File: config.mk
export PLATFORM = sky130hd
export DESIGN_NAME = stl_front
export DESIGN_NICKNAME = d
export VERILOG_FILES = /design/src/stl_pkg.sv /design/src/stl_front.sv
export SDC_FILE = /design/constraint.sdc
export NUM_CORES = 1
export LEC_CHECK = 0
export ABC_AREA = 0
export BUFFER_PORTS_ARGS = -buffer_cell sky130_fd_sc_hd__buf_2
export CORE_UTILIZATION = 45
export CTS_CLUSTER_DIAMETER = 60
export DETAILED_ROUTE_END_ITERATION = 12
export PLACE_DENSITY = 0.78
export SLEW_MARGIN = 15
export SYNTH_ARGS = -nofsm -noshare
export SYNTH_HDL_FRONTEND = slang
export SYNTH_SLANG_ARGS = --single-unit
File: constraint.sdc
create_clock -name i_clk -period 24.2 [get_ports i_clk]
set_clock_uncertainty 0.2 [all_clocks]
set_input_delay 4.84 -clock i_clk [delete_from_list [all_inputs] [get_ports i_clk]]
set_output_delay 4.84 -clock i_clk [all_outputs]
set_load 0.01 [all_outputs]
File: src/stl_pkg.sv
`timescale 1ns / 1ps
`default_nettype none
// ----------------------------------------------------------------------------
// stl_pkg: shared types and constants of the session table
// Kinds, status codes and sizes used by the front, back and top level.
// ----------------------------------------------------------------------------
package stl_pkg;
    localparam int TableEntriesDefault = 64;
    localparam int IdW    = 64;
    localparam int SeqW   = 64;
    localparam int StampW = 64;
    localparam int SlotW  = 6;
    localparam int EvW    = 32;

    typedef enum logic [1:0] {
        K_OBSERVE = 2'd0,
        K_CREATE  = 2'd1,
        K_LOOKUP  = 2'd2,
        K_TOUCH   = 2'd3
    } t_kind;

    typedef enum logic [1:0] {
        S_DONE     = 2'd0,
        S_NOTFOUND = 2'd1,
        S_REJECTED = 2'd2
    } t_status;

    typedef struct packed {
        t_kind           kind;
        logic [IdW-1:0]  session_id;
        logic [SeqW-1:0] seq_no;
    } t_req;

    typedef struct packed {
        t_status         status;
        logic [SlotW-1:0] slot;
        logic [SeqW-1:0] last_seq;
        logic            did_evict;
        logic [EvW-1:0]  evict_total;
    } t_rsp;
endpackage
`default_nettype wire

File: src/stl_front.sv
`timescale 1ns / 1ps
`default_nettype none
// ----------------------------------------------------------------------------
// stl_front: request intake and queue
// Takes requests and holds up to two in a small queue for the back end.
// ----------------------------------------------------------------------------
module stl_front
    import stl_pkg::*;
(
    input  wire logic i_clk,
    input  wire logic i_rst_n,
    input  wire logic i_valid,
    output logic      o_ready,
    input  wire t_req i_req,
    output logic      o_valid,
    input  wire logic i_ready,
    output t_req      o_req
);
    t_req       r_q [2];
    logic       r_wp, r_rp;
    logic [1:0] r_cnt;
    logic       push, pop;

    assign o_ready = (r_cnt != 2'd2);
    assign o_valid = (r_cnt != 2'd0);
    assign o_req   = r_q[r_rp];
    assign push    = i_valid && o_ready;
    assign pop     = o_valid && i_ready;

    always_ff @(posedge i_clk) begin
        if (push) begin
            r_q[r_wp] <= i_req;
        end
        if (!i_rst_n) begin
            r_wp  <= 1'b0;
            r_rp  <= 1'b0;
            r_cnt <= 2'd0;
        end else begin
            if (push) r_wp <= ~r_wp;
            if (pop)  r_rp <= ~r_rp;
            r_cnt <= r_cnt + {1'b0, push} - {1'b0, pop};
        end
    end
endmodule
`default_nettype wire

; ---- Word-level counts from Yosys, hierarchy flattened
; Memory sizes are Yosys's and may differ from the RTL's. A register that Yosys moved wholly into a read port is not among the register bits.
; Index checks and enable logic that the tools add are counted.
[totals]
wordCells = 16
reg_bits = 4
n_memories = 1
mem_bits_rw = 260
[classes]
reduce_logical = 3
n_bitwise = 2
eq_ne = 1
addsub = 2
n_mux = 4
[memory_table]
columns = name, depth, width, read_ports, rd_ports_with_merged_regs, wr, line_no
row1 = r_q, 2, 130, 1, 1, 1, stl_front.sv:19  ; t_req r_q [2];
[ops]
columns = op, count
row1 = two-way mux 1 bit, 4
row2 = adder 2 x 1 -> 2 bit, 1
row3 = logical AND 1 bit, 2
row4 = inequality test 2 bit (second input constant), 1
row5 = NOT 1 bit, 2
row6 = nonzero test 2 bit, 1
row7 = subtractor 2 x 1 -> 2 bit, 1

; ---- Longest topological paths before layout
; Gate-level depths: netlist of the first run.
[logic_depth]
ltp_word = 4
mapped_depth = 8
ltp_nobuf = 8

; ---- Least setup slack after synthesis of the first run
; OpenSTA, ideal clock, no wires.
[synth_timing]
path_kind = in2reg
startpoint = input port i_valid
endpoint = memory r_q[0][0] (netlist name) (enable)
slack_ns = 13.042
cell_stages = 2
required_time_ns = 23.379
t_arrival_ns = 10.337
path_cell_list = nand2_1 > nor2_1
[synth_between]
elab_chain_cells = 3
[synth_rtl]
columns = element, line_no
row1 = start: declaration, stl_front.sv:12  ; input wire logic i_valid,
row2 = logical AND 1 bit, stl_front.sv:27  ; assign push = i_valid && o_ready;
row3 = two-way mux 1 bit, stl_front.sv:31  ; if (push) begin
row4 = two-way mux 1 bit (not written as such), stl_front.sv:32  ; r_q[r_wp] <= i_req;
row5 = end: declaration, stl_front.sv:19
; Every way passes these cells.

==> results.py, run 1 <==
metrics = {
    "worst_setup_path": {
        "crit_type": "flip-flop to primary output",
        "path_max_fanout": 72,
        "r2r_start": "r_cnt[0]",
        "critPathCaptureType": "primary output",
        "timing.reg2reg.setup_slack_ns": 21.41,
        "worst_r2r_endpoint": "r_q[1][33]",
        "crit_slowest_cell": "buf_4",
        "crit_required_ns": 19.16,
        "startpoint_type": "flip-flop",
        "cp_cell_sequence": "buf_4 -> mux2_2 -> buf_2",
        "cp_data_arrival_time_ns": 2.95,
        "slowest_delay_ns": 0.89,
        "r2r_cells": 3,
    },
    "cts": {
        "cts_setup_buffers": 0,
        "postCtsHoldBufs": 0,
        "clk_pin_slew_worst_paths_ns": 0.06,
        "htreeDepth": 1,
        "clock_latency_ns": 0.52,
        "cts_made_buffers": 29,
        "cts_tree": "done",
        "cts-root-buf": "clkbuf_16",
        "cts_sinks": 265,
        "clock_path_buffers": 3,
        "post_cts_resized": 0,
    },
    "final_layout": {
        "multiInputGateArea_um2": 1607,
        "fillCellCount": 1598,
        "drive_above_1_share_pct": 60.35,
        "final_cell_mix": "buf_2, edfxtp_1, mux2_2, clkbuf_16, clkbuf_1",
        "nets": 850,
        "num_antenna_cells": 0,
        "synthToLayoutAreaGrowth_pct": 25.93,
        "final_util_pct": 57.75,
        "mostFrequentLayoutCell": "buf_2",
        "seq_area_um2": 7911,
        "stdcell_count": 1009,
    },
    "floorplanning": {
        "rows": 53,
        "pin_count": 266,
        "start_util_pct": 45.86,
        "die_x_um": 148.4,
        "dieHeight_um": 148.4,
        "dieArea_um2": 22010,
        "core_um2": 21020,
    },
    "global_route": {
        "grt_pass1_wl_um": 25970,
        "track_usage_pct": 15.27,
        "grt-ovfl-total": 0,
        "grt_max_degree": 73,
        "antenna_found_initial": 1,
        "grt_pass1_vias": 5074,
    },
    "logic_synthesis": {
        "synth-seq-area-share_pct": 82.02,
        "synth.distinct_cells": 18,
        "ys_ff_latch": 265,
        "ys.warnings.count": 0,
        "syn_area_um2": 9640,
        "synth_nets": 564,
        "avgSynthCellArea_um2": 22.52,
        "syn_inst": 428,
    },
    "sta": {
        "period_share_pct": 33.01,
        "worstMarginPinSlew_ns": 0.9930,
        "rsz0062_at_grt": "false",
        "fin_tns_setup_ns": 0,
        "slew_violations": 0,
        "setup_ws_ns": 16.21,
        "setup_viol": 0,
        "min_period_ns": 7.989,
        "slew_headroom_pct": 33.80,
        "fmax_ghz": 0.1252,
        "hold_ws_ns": 0.3327,
        "hold_violations": 0,
    },
    "drt": {
        "drtIter0Drc": 239,
        "dr.pass1.iters": 4,
        "via_per_inst": 4.851,
        "drc": 0,
        "ant_nets": 0,
        "num_vias": 4895,
        "wl_um": 17450,
        "wl_per_cell_um": 17.29,
    },
    "run_status": {
        "status": "finished clean",
    },
    "place": {
        "post-place-ws_ns": 16.76,
        "placed_cells": 958,
        "place_congestion": 0.7249,
        "io_buffers": 265,
        "hpwl_um": 11050,
    },
    "power": {
        "cellLeakagePower_nw": 4.516,
        "powerDensity_nw_per_um2": 106.2,
        "peakVddDrop_mv": 0.06851,
    },
    "hold_path": {
        "hp-start": "r_wp",
        "whs_path_depth": 2,
        "holdPathEnd": "r_wp",
        "hp-class": "flip-flop to flip-flop",
    },
    "run": {
        "cap_violations": 0,
    },
}
through the flow:
| stage | cell area [um^2] | power (mW) |
|---|---|---|
| detailed placement | 11220 | 0.8830 |
| CTS | 12140 | 1.306 |
| floorplan | 9641 | 0.7929 |
| global placement | 11220 | 0.8775 |
| finish | 12140 | 1.290 |
| global route | 12140 | 1.346 |
worst max-delay path by stage:
| stage | cells past startpoint | to | slack (ns) | startpoint |
|---|---|---|---|---|
| finish | 3 | o_req[3] | 16.21 | flip-flop |
| CTS | 3 | o_req[3] | 16.21 | flip-flop |
| detailed placement | 3 | o_req[3] | 16.76 | flip-flop |
| global route | 3 | o_req[3] | 16.08 | flip-flop |
| floorplan | 2 | r_q[0][0] | 13.04 | i_valid |
| global placement | 3 | o_req[51] | 16.76 | flip-flop |
report_power, final:
group / switching (mW) / internal, mW / total, mW
sequential: 0.0257 / 0.578 / 0.603
clock: 0.167 / 0.253 / 0.420
combinational: 0.139 / 0.127 / 0.267
layout make-up:
type	instances	area share, %
clock buffer	36	6.194
clock inverter	15	1.371
inverter	1	0.03092
multi-input combinational	148	13.23
sequential	265	65.17
tap	275	2.834
timing repair buffer	269	11.17
routing by layer:
metal  track usage [%]  vias up  wire length (um)
li1                  -     2273                 -
met1             17.02     2384              6649
met2             27.54      197              8833
met3             5.245       39              1532
met4             4.330        2               417
met5                 0        -                13
cell families (layout without fill, tap and decap cells):
logic type	after synthesis	in the layout	share of synthesized area [%]
AOI/OAI and AO/OA	1	1	0.07790
xor gates and xnor gates	3	3	0.2726
adders and majority gates	2	2	0.2595
buffers and inverters	15	321	1.441
DFF	265	265	82.02
muxes	131	131	15.29
and+or+nand+nor	11	11	0.6360
critical path, delay by kind of cell (launching register included):
family   cells  cell delay [ns]
buf+inv      2             1.03
flops        1             0.84
mux          1             0.43
sequential cells by signal, summed over array words and instances, names as in the netlist, named ones only:
| register | cells |
|---|---|
| r_q | 260 |
| r_cnt | 2 |
| r_rp | 1 |
| r_wp | 1 |
cells in the mapped netlist:
cell type / count / area [um^2]
nor2_1: 1 / 3.750
mux2i_1: 1 / 10.01
and2_1: 2 / 12.51
xnor2_1: 3 / 26.28
buf_6: 10 / 112.6
ha_1: 2 / 25.02
and3_1: 1 / 6.260
nor2b_1: 2 / 12.51
inv_1: 1 / 3.750
edfxtp_1: 260 / 7807
dfxtp_1: 5 / 100.1
o21a_1: 1 / 7.510
or2_2: 1 / 6.260
nand2_1: 2 / 7.510
buf_2: 3 / 15.01
nand2b_1: 2 / 12.51
mux2_2: 130 / 1464
buf_4: 1 / 7.510
Power figures use the tool's default switching activity.
==> run 2: changes to the inputs <==
- ABC_AREA: 0 -> 1
- PLACE_DENSITY: 0.78 -> 0.81
- clock period: 24.2 -> 6.8 ns (I/O delays scaled with it)
==> results.py, run 2 <==
metrics = {
    "global_route": {
        "track_usage_pct": 15.53,
        "grt_pass1_vias": 5255,
        "antenna_found_initial": 2,
        "grt-ovfl-total": 0,
        "grt_max_degree": 57,
        "grt_pass1_wl_um": 26360,
    },
    "drt": {
        "wl_um": 17530,
        "ant_nets": 0,
        "drc": 0,
        "via_per_inst": 4.870,
        "drtIter0Drc": 157,
        "num_vias": 4982,
        "wl_per_cell_um": 17.14,
        "dr.pass1.iters": 4,
    },
    "final_layout": {
        "nets": 862,
        "fillCellCount": 1616,
        "mostFrequentLayoutCell": "buf_2",
        "drive_above_1_share_pct": 59.52,
        "top_regs": "r_q: 260 flops, r_cnt: 2 flops",
        "largest_register": "r_q",
        "final_util_pct": 57.73,
        "stdcell_area_um2": 12140,
        "synthToLayoutAreaGrowth_pct": 25.80,
        "stdcell_count": 1023,
        "largest_register_ffs": 260,
        "final_cell_mix": "buf_2, edfxtp_1, mux2_2, clkbuf_16, nand2_1",
    },
    "floorplanning": {
        "die_x_um": 148.4,
        "rows": 53,
        "pin_count": 266,
        "start_util_pct": 45.89,
        "core_um2": 21020,
        "dieHeight_um": 148.4,
        "dieArea_um2": 22030,
    },
    "cts": {
        "cts_tree": "done",
        "cts-root-buf": "clkbuf_16",
        "htreeDepth": 1,
        "clock_latency_ns": 0.51,
        "post_cts_resized": 0,
        "clock_path_buffers": 3,
        "cts_made_buffers": 27,
        "cts_sinks": 265,
        "cts_setup_buffers": 0,
        "postCtsHoldBufs": 0,
        "clk_pin_slew_worst_paths_ns": 0.06,
    },
    "logic_synthesis": {
        "synth.distinct_cells": 12,
        "async_flop_share_pct": 0,
        "yosysMostFrequentCell": "edfxtp_1",
        "synth_enable_flop_cells": 260,
        "ys_ff_latch": 265,
        "ys.warnings.count": 0,
        "yosysTopAreaCell": "edfxtp_1",
        "avgSynthCellArea_um2": 21.92,
        "synthTopCellsByCount": "edfxtp_1, mux2_2, buf_6",
        "synth-seq-area-share_pct": 81.97,
        "synthFlopType": "edfxtp_1",
        "ys_top_cells_by_area": "edfxtp_1, mux2_2, buf_6",
        "synth_nets": 576,
        "syn_area_um2": 9647,
        "synth_top_area_share_pct": 80.93,
        "syn_inst": 440,
    },
    "place": {
        "hpwl_um": 11560,
        "dpl_cell_area_um2": 11240,
        "place_congestion": 0.7171,
        "io_buffers": 265,
        "placed_cells": 972,
        "post-place-ws_ns": 3.105,
    },
    "sta": {
        "fin_tns_setup_ns": 0,
        "min_period_ns": 4.046,
        "rsz0062_at_grt": "false",
        "slew_violations": 0,
        "hold_violations": 0,
        "period_share_pct": 59.51,
        "fmax_ghz": 0.2471,
        "worstMarginPinSlew_ns": 0.8638,
        "setup_ws_ns": 2.754,
        "slew_headroom_pct": 42.28,
        "hold_ws_ns": 0.3087,
        "setup_viol": 0,
    },
    "worst_setup_path": {
        "cp_cell_sequence": "buf_4 -> mux2_2 -> buf_2",
        "critPathCaptureType": "primary output",
        "startpoint_type": "flip-flop",
        "crit_family": "buffers and inverters",
        "crit_slowest_cell": "dfxtp_4",
        "crit_required_ns": 5.24,
        "crit_type": "flip-flop to primary output",
        "r2r_start": "r_cnt[0]",
        "cp_data_arrival_time_ns": 2.49,
        "slowest_delay_ns": 0.74,
        "critPathBufInv": 2,
        "path_max_fanout": 48,
    },
    "hold_path": {
        "hp-class": "flip-flop to flip-flop",
        "hp-start": "r_rp",
    },
    "power": {
        "power.total_mw": 4.553,
        "peakVddDrop_mv": 0.2402,
        "powerDensity_nw_per_um2": 375.2,
        "cellLeakagePower_nw": 4.543,
    },
    "run": {
        "cap_violations": 0,
    },
    "run_status": {
        "status": "finished clean",
    },
}
## run 2: cell types whose count changed in the layout (fill, tap and decap cells not counted), moves of 3 or more
| cell | delta |
|---|---|
| nand3_1 | +3 |
| nor2_1 | +7 |
| nand2_1 | +7 |
| clkbuf_1 | -4 |
| inv_1 | +5 |
| xnor2_1 | -3 |
## run 2: area by class of cell
type / instances / area, um^2 / area share (%)
Multi-Input combinational cell: 154 / 1585 / 13.06
Timing Repair Buffer: 271 / 1371 / 11.30
Sequential cell: 265 / 7911 / 65.19
Inverter: 7 / 28.78 / 0.2371
Antenna cell: 2 / 5.005 / 0.04124
Clock buffer: 30 / 686.9 / 5.660
Tap cell: 275 / 344.1 / 2.835
Clock inverter: 19 / 202.7 / 1.670
## run 2: cells by family (layout without fill, tap and decap cells)
logic type,count (synthesis),in the layout,share of synthesized area [%]
and+or+nand+nor,20,20,0.8171
adders and majority gates,2,2,0.2594
muxes,130,130,15.18
other,0,2,0
DFF,265,265,81.97
AOI/OAI and AO/OA,2,2,0.1038
buffers and inverters,21,327,1.673
## run 2: path summary, 6_finish.rpt
path            endpoint  slack (ns)  depth (start not counted)
max            o_req[62]        2.75                          3
min                 r_rp        0.31                          2
max reg2reg  r_q[0][105]        4.08                          5
min reg2reg         r_rp        0.31                          2
## run 2: metal layers
| metal | share of wire, % | up-vias | track usage [%] |
|---|---|---|---|
| li1 | - | 2321 | - |
| met1 | 37 | 2447 | 17.10 |
| met2 | 52 | 190 | 28.59 |
| met3 | 9.0 | 24 | 5.337 |
| met4 | 1.5 | 0 | 3.660 |
| met5 | 0 | - | 0 |
## run 2: tightest hold or removal path, delay by kind of cell (launching register included)
family / cells / cell delay [ns]
flip-flops: 1 / 0.33
AND/OR/NAND/NOR: 2 / 0.15
## run 2: where the power goes
part,switching [mW],internal [mW],leakage (nW)
Clock,0.578,0.879,0.427
Combinational,0.514,0.434,1.65
Sequential,0.0799,2.07,2.47
